$ cat src/hdl/assert_macros.svh
// Assertion macros used by the top-level RTL file of the free block allocator.
`ifndef ASSERT_MACROS_SVH
`define ASSERT_MACROS_SVH
`ifndef SYNTHESIS
`define ASSERT_IMPL(label, clk, rst, ante, cons) \
   label: assert property (@(posedge clk) disable iff (rst) (ante) |-> (cons)) \
      else $error("assertion failed");
`define ASSERT_NEXT(label, clk, rst, ante, cons) \
   label: assert property (@(posedge clk) disable iff (rst) (ante) |=> (cons)) \
      else $error("assertion failed");
`else
`define ASSERT_IMPL(label, clk, rst, ante, cons)
`define ASSERT_NEXT(label, clk, rst, ante, cons)
`endif
`endif

$ cat src/hdl/gfba_pkg.sv
// Shared types, codes and a helper function of the grouped free block allocator.
package gfba_pkg;

   localparam int BLK_W       = 10;
   localparam int CNT_W       = 11;
   localparam int BLOCK_COUNT = 1024;

   localparam logic [CNT_W-1:0] FREE_MAX = 11'd2047;

   localparam logic [1:0] KIND_ALLOC = 2'd0;
   localparam logic [1:0] KIND_FREE  = 2'd1;
   localparam logic [1:0] KIND_CLEAR = 2'd2;

   localparam logic [1:0] ST_OK      = 2'd0;
   localparam logic [1:0] ST_INVALID = 2'd1;
   localparam logic [1:0] ST_NOSPACE = 2'd2;
   localparam logic [1:0] ST_CORRUPT = 2'd3;

   localparam logic CSR_DATA_START  = 1'b0;
   localparam logic CSR_DATA_BLOCKS = 1'b1;

   typedef logic [2:0] op_type;

   localparam op_type OP_NONE       = 3'd0;
   localparam op_type OP_PUSH       = 3'd1;
   localparam op_type OP_POP        = 3'd2;
   localparam op_type OP_CLEAR      = 3'd3;
   localparam op_type OP_SPILL_END  = 3'd4;
   localparam op_type OP_RELOAD_END = 3'd5;

   typedef struct packed {
      logic       accept;
      logic       cnt_clear;
      logic       spill_wr;
      logic       reload_rd;
      logic       commit;
      op_type     op;
      logic [1:0] status;
   } ctl_cmd_type;

   typedef struct packed {
      logic [1:0] kind;
      logic       blk_ok;
      logic       fc_zero;
      logic       fc_one;
      logic       fc_max;
      logic       hc_zero;
      logic       hc_many;
      logic       hc_full;
      logic       hc_over;
      logic       head0_ok;
      logic       cnt_last;
      logic       bad;
      logic       out_free;
   } dp_sts_type;

   // A block is usable when it lies inside the configured data area.
   function automatic logic block_ok(input logic [BLK_W-1:0] blk,
                                     input logic [BLK_W-1:0] start,
                                     input logic [CNT_W-1:0] blocks);
      logic [BLK_W-1:0] offset;
      offset = blk - start;
      return (blk >= start) && ({1'b0, offset} < blocks);
   endfunction

endpackage

$ cat src/hdl/gfba_controller.sv
// Controller state machine that sequences each allocator request through the datapath.
module gfba_controller (
   input  logic                  clock,
   input  logic                  reset,
   input  logic                  req_valid,
   output logic                  req_stall,
   input  gfba_pkg::dp_sts_type  sts,
   output gfba_pkg::ctl_cmd_type cmd
);
   import gfba_pkg::*;

   localparam logic [2:0] S_IDLE   = 3'd0;
   localparam logic [2:0] S_DECIDE = 3'd1;
   localparam logic [2:0] S_SPILL  = 3'd2;
   localparam logic [2:0] S_RELOAD = 3'd3;
   localparam logic [2:0] S_TAIL   = 3'd4;
   localparam logic [2:0] S_FINISH = 3'd5;

   logic [2:0] state_ff, state_in;
   op_type     op_ff, op_in;
   logic [1:0] st_ff, st_in;
   logic       reload_bad;

   assign req_stall  = (state_ff != S_IDLE);
   assign reload_bad = (op_ff == OP_RELOAD_END) && sts.bad;

   always_comb begin
      state_in      = state_ff;
      op_in         = op_ff;
      st_in         = st_ff;
      cmd           = '0;
      cmd.op        = reload_bad ? OP_NONE : op_ff;
      cmd.status    = reload_bad ? ST_CORRUPT : st_ff;
      case (state_ff)
         S_IDLE: begin
            if (req_valid) begin
               cmd.accept = 1'b1;
               state_in   = S_DECIDE;
            end
         end
         S_DECIDE: begin
            op_in    = OP_NONE;
            st_in    = ST_OK;
            state_in = S_FINISH;
            case (sts.kind)
               KIND_ALLOC: begin
                  if (sts.fc_zero) begin
                     st_in = ST_NOSPACE;
                  end else if (sts.hc_zero || sts.hc_over) begin
                     st_in = ST_CORRUPT;
                  end else if (sts.hc_many || sts.fc_one) begin
                     op_in = OP_POP;
                  end else if (!sts.head0_ok) begin
                     st_in = ST_INVALID;
                  end else begin
                     op_in         = OP_RELOAD_END;
                     cmd.cnt_clear = 1'b1;
                     state_in      = S_RELOAD;
                  end
               end
               KIND_FREE: begin
                  if (!sts.blk_ok) begin
                     st_in = ST_INVALID;
                  end else if (sts.fc_max) begin
                     st_in = ST_CORRUPT;
                  end else if (!sts.hc_full) begin
                     op_in = OP_PUSH;
                  end else begin
                     op_in         = OP_SPILL_END;
                     cmd.cnt_clear = 1'b1;
                     state_in      = S_SPILL;
                  end
               end
               KIND_CLEAR: begin
                  op_in = OP_CLEAR;
               end
               default: ;
            endcase
         end
         S_SPILL: begin
            cmd.spill_wr = 1'b1;
            if (sts.cnt_last) begin
               state_in = S_FINISH;
            end
         end
         S_RELOAD: begin
            cmd.reload_rd = 1'b1;
            if (sts.cnt_last) begin
               state_in = S_TAIL;
            end
         end
         S_TAIL: begin
            state_in = S_FINISH;
         end
         S_FINISH: begin
            if (sts.out_free) begin
               cmd.commit = 1'b1;
               state_in   = S_IDLE;
            end
         end
         default: begin
            state_in = S_IDLE;
         end
      endcase
   end

   always_ff @(posedge clock) begin
      if (reset) begin
         state_ff <= S_IDLE;
         op_ff    <= OP_NONE;
         st_ff    <= ST_OK;
      end else begin
         state_ff <= state_in;
         op_ff    <= op_in;
         st_ff    <= st_in;
      end
   end

endmodule

$ cat config.mk
export PLATFORM = sky130hd
export DESIGN_NAME = gfba_controller
export DESIGN_NICKNAME = d
export VERILOG_FILES = /design/src/hdl/assert_macros.svh /design/src/hdl/gfba_pkg.sv /design/src/hdl/gfba_controller.sv
export SDC_FILE = /design/constraint.sdc
export NUM_CORES = 1
export LEC_CHECK = 0
export BUFFER_PORTS_ARGS = -buffer_cell sky130_fd_sc_hd__clkbuf_2
export CELL_PAD_IN_SITES_DETAIL_PLACEMENT = 0
export CELL_PAD_IN_SITES_GLOBAL_PLACEMENT = 2
export CORE_AREA = 2 2 44 62
export CTS_BUF_LIST = sky130_fd_sc_hd__clkbuf_16
export DETAILED_ROUTE_END_ITERATION = 16
export DIE_AREA = 0 0 46 64
export HOLD_SLACK_MARGIN = 0.12
export MAX_ROUTING_LAYER = met4
export PLACE_DENSITY_LB_ADDON = 0.1
export SYNTH_ARGS = -nofsm -noshare
export SYNTH_HDL_FRONTEND = slang
export SYNTH_SLANG_ARGS = --single-unit
$ cat constraint.sdc
create_clock -name clock -period 4 [get_ports clock]
set_input_delay 0.8 -clock clock [delete_from_list [all_inputs] [get_ports clock]]
set_output_delay 0.8 -clock clock [all_outputs]
set_load 0.05 [all_outputs]
==> results.md <==
- The flow ran to the end, and the final reports show no timing, DRC or antenna violations.
- The total wire length is 1.61 mm.
- The final critical delay including setup and external delays is about 2800 ps.
- The share of post-route cells with drive strength above 1 is 39.6%.
- The path class of the tightest hold or removal check is reg -> reg.
- By startpoint and endpoint, the worst setup path is classified as in -> out.
- The detail route stage leaves a number of antenna-violating nets equal to 0.
- The relative slew slack is 62.7%.
- The clock tree root driver cell is sky130_fd_sc_hd__clkbuf_16.
- The arrival time at the worst endpoint is 1970 ps.
- The average cell area after synthesis is 8.20 um2.
- The placed wire-length estimate after detailed placement is approximately 1.3 mm.
- The overall fraction of global-route tracks in use is 12.0%.
- Adding up every negative setup slack in the final design gives 0 ps.
- Dividing the detail-routed via count by the number of cells gives 5.39.
- For this run, the number of Yosys warnings is 0.
- The static power due to leakage is 0.000350 uW.
- The via count of the first global-routing pass is 563.
- The detailed-routing iteration count for the pre-antenna-repair pass is 4.
- The reported max-cap violation count is 0.
- The starting utilization of the core area is about 24%.
- The number of gates given a new drive strength after cts is 0.
- The region available for standard cell placement spans 0.00236 mm2.
- The final route contains 642 vias.
- The die area is 0.00294 mm2.
- The largest clock skew in the final design is 1.25 ps.
- The routed wirelength normalized by instance count is 13.6 um.
- The CTS tree is yes.
- Clock-pin slew was measured on the worst setup and hold paths at 40 ps.
- The highest net fanout along the worst path is 7.
- The later pin in the worst-skew pair is clocked with a latency of approximately 230 ps.
- The number of buffers added on ports is 27.
- 0 antenna diodes ended up in the layout.
- After the first detailed-routing iteration, the DRC count stood at 12.
- The number of buffers on the longest clock path is 2.
- The final estimated routing congestion in global placement is 0.697.
- The number of hold-repair buffers added at the cts stage is 0.
- After layout, the worst setup slack is between 1000 and 1500 ps.
- In this run, CTS created clock tree buffers numbering 3.
- Sorting the synthesized cells by area gives the leading types as sky130_fd_sc_hd__dfxtp_1 (28%), sky130_fd_sc_hd__nand2b_1 (5.4%), sky130_fd_sc_hd__nor3_1 (5.2%).
- The peak supply drop is 0.000318 V.
- The cell area that synthesis handed to floorplanning was ~570 um2.
- In the finished design, the share of the clock period the worst path needs comes to ~69%.
- Global routing finished with a remaining overflow of 0.
- The width of the chip is 46 um.
- The post-synthesis cell count is 70.
- The global-route wire length before repair is roughly 2.5 mm.
- The top-level port count is 28.
- The cell area power density is 441 mW/mm2.
- The height of the die is approximately 64 um.
- The share of synthesized area in the top cell type comes to between 20 and 30%.
- The total count of max-transition violations in the final report is 0.
- The fmax is 0.361 GHz.
- OpenSTA, run right after detailed placement, puts the worst setup slack at 1220 ps.
- The required time at the endpoint of the critical path is around 3200 ps.
- In this run the core area contains 21 standard-cell rows.
- The total of endpoints with negative setup slack in the final report is 0.
- Buffers added to address setup during post-CTS repair amount to 0.
- The share of the yosys chip area belonging to registers is about 28%.
- The net count of the finished layout is 115.
- The initial antenna violation count is 0.
- The largest net degree at the start of global routing is 15.
- The post-route total power is 347 uW.
- The synthesized design spends more area on one cell type than any other, namely sky130_fd_sc_hd__dfxtp_1.
- The number of instances in the placed design is 116.
- The finished layout holds about 120 standard cells, fillers aside.
- For the pin with the worst max-slew slack, the measured transition is 558 ps.
- In the routed design, unresolved DRC markers number 0.
- The maximum level of the CTS H-tree is 1.
- The area growth from synthesis to layout is 37.3%.
- The smallest hold slack is 483 ps.
- The netlist uses 35 different library cells.
- The sink count of the clock tree is 8.
- The count of final hold-check violations was 0.
- The worst setup path is launched from an input pin.
- Setup repair after global routing left no endpoint under its margin.
- The register bit total from synthesis is 8.
- STA classifies the critical path endpoint as an output port.
- The post-synth net total is a little under 90.
## layer usage
metal	global-route usage, %	wire, um	part of all wire (%)	up-vias
met4	3.21	21	1.3	0
met2	21.2	882	55	20
met3	4.24	90	5.6	4
met1	11.9	619	38	293
met5	-	0	0	-
li1	-	-	-	325
## cells in the mapped netlist
library cell	n
sky130_fd_sc_hd__a31oi_1	1
sky130_fd_sc_hd__nor4b_2	1
sky130_fd_sc_hd__o2111a_1	1
sky130_fd_sc_hd__a221oi_2	1
sky130_fd_sc_hd__o22ai_1	1
sky130_fd_sc_hd__o31ai_1	1
sky130_fd_sc_hd__dfxtp_1	8
sky130_fd_sc_hd__nor4_1	1
sky130_fd_sc_hd__a22oi_1	1
sky130_fd_sc_hd__and4bb_2	1
sky130_fd_sc_hd__o311ai_0	1
sky130_fd_sc_hd__nor2_1	2
sky130_fd_sc_hd__o21ai_0	4
sky130_fd_sc_hd__a32o_1	1
sky130_fd_sc_hd__a21oi_1	5
sky130_fd_sc_hd__a21boi_0	2
sky130_fd_sc_hd__and3_2	1
sky130_fd_sc_hd__o221a_2	1
sky130_fd_sc_hd__nor3_1	6
sky130_fd_sc_hd__o41ai_2	1
sky130_fd_sc_hd__nand3_1	3
sky130_fd_sc_hd__a211o_1	1
sky130_fd_sc_hd__clkbuf_1	1
sky130_fd_sc_hd__nand2b_1	5
sky130_fd_sc_hd__nor2b_1	1
sky130_fd_sc_hd__or3_2	1
sky130_fd_sc_hd__a211oi_1	1
sky130_fd_sc_hd__or3b_1	2
sky130_fd_sc_hd__or2_2	1
sky130_fd_sc_hd__buf_6	1
sky130_fd_sc_hd__o31a_1	1
sky130_fd_sc_hd__inv_1	5
sky130_fd_sc_hd__nand2_1	2
sky130_fd_sc_hd__buf_2	2
sky130_fd_sc_hd__nor3b_1	2
## kinds of logic (layout without fill, tap and decap cells)
| family | after synthesis | after routing | share of synthesized area, % |
|---|---|---|---|
| and+or+nand+nor | 29 | 29 | 32.2 |
| DFF | 8 | 8 | 27.9 |
| buffers and inverters | 9 | 35 | 7.62 |
| AOI/OAI and AO/OA | 24 | 24 | 32.2 |
## final timing paths
kind	startpoint	slack (ps)	to	depth (start not counted)
min reg2reg	st_ff[1]	480	st_ff[1]	1
min	st_ff[1]	480	st_ff[1]	1
max reg2reg	state_ff[0]	2550	op_ff[0]	3
max	sts[12]	1230	cmd[8]	5
## registers in the layout (all words and copies together), names as in the netlist
signal,cells
st_ff,2
state_ff,3
op_ff,3
## cell usage in the layout, fill, tap and decap left out, drive strengths merged
master,synthesis,final
a211o,1,1
a211oi,1,1
a21boi,2,2
a21oi,5,5
a221oi,1,1
a22oi,1,1
a31oi,1,1
a32o,1,1
and3,1,1
and4bb,1,1
clkbuf,1,30
dfxtp,8,8
inv,5,5
nand2,2,2
nand2b,5,5
nand3,3,3
nor2,2,2
nor2b,1,1
nor3,6,6
nor3b,2,2
nor4,1,1
nor4b,1,1
o2111a,1,1
o21ai,4,4
o221a,1,1
o22ai,1,1
o311ai,1,1
o31a,1,1
o31ai,1,1
o41ai,1,1
or2,1,1
or3,1,1
or3b,2,2
## final cells by class
cell class | count | area, um2
fillers | 268 | 1580
multi-input cells | 53 | 370
flip-flops and latches | 8 | 160
repair buffers | 27 | 135
clock buffers | 3 | 75.1
well taps | 23 | 28.8
inverters | 5 | 18.8
## critical path: stages
cell and delay [ps]:
sky130_fd_sc_hd__clkbuf_2 150, sky130_fd_sc_hd__nor4b_2 400, sky130_fd_sc_hd__a22oi_1 200, sky130_fd_sc_hd__nor2_1 130
sky130_fd_sc_hd__clkbuf_2 280
## report_power, final
group / total, uW / internal, uW / switching (uW) / leakage (uW)
clock network: 166 / 129 / 37.4 / 0.0000370
registers: 96.0 / 87.3 / 8.68 / 0.0000657
logic: 85.3 / 28.2 / 57.2 / 0.000248
## through the flow
step | cell area, um2 | utilization (%)
2_1_floorplan | 574 | -
3_3_place_gp | 713 | 30.2
3_5_place_dp | 713 | 30.2
4_1_cts | 788 | 33.3
5_1_grt | 788 | 33.3
6_report | 788 | 33.3
Power figures use the tool's default switching activity.
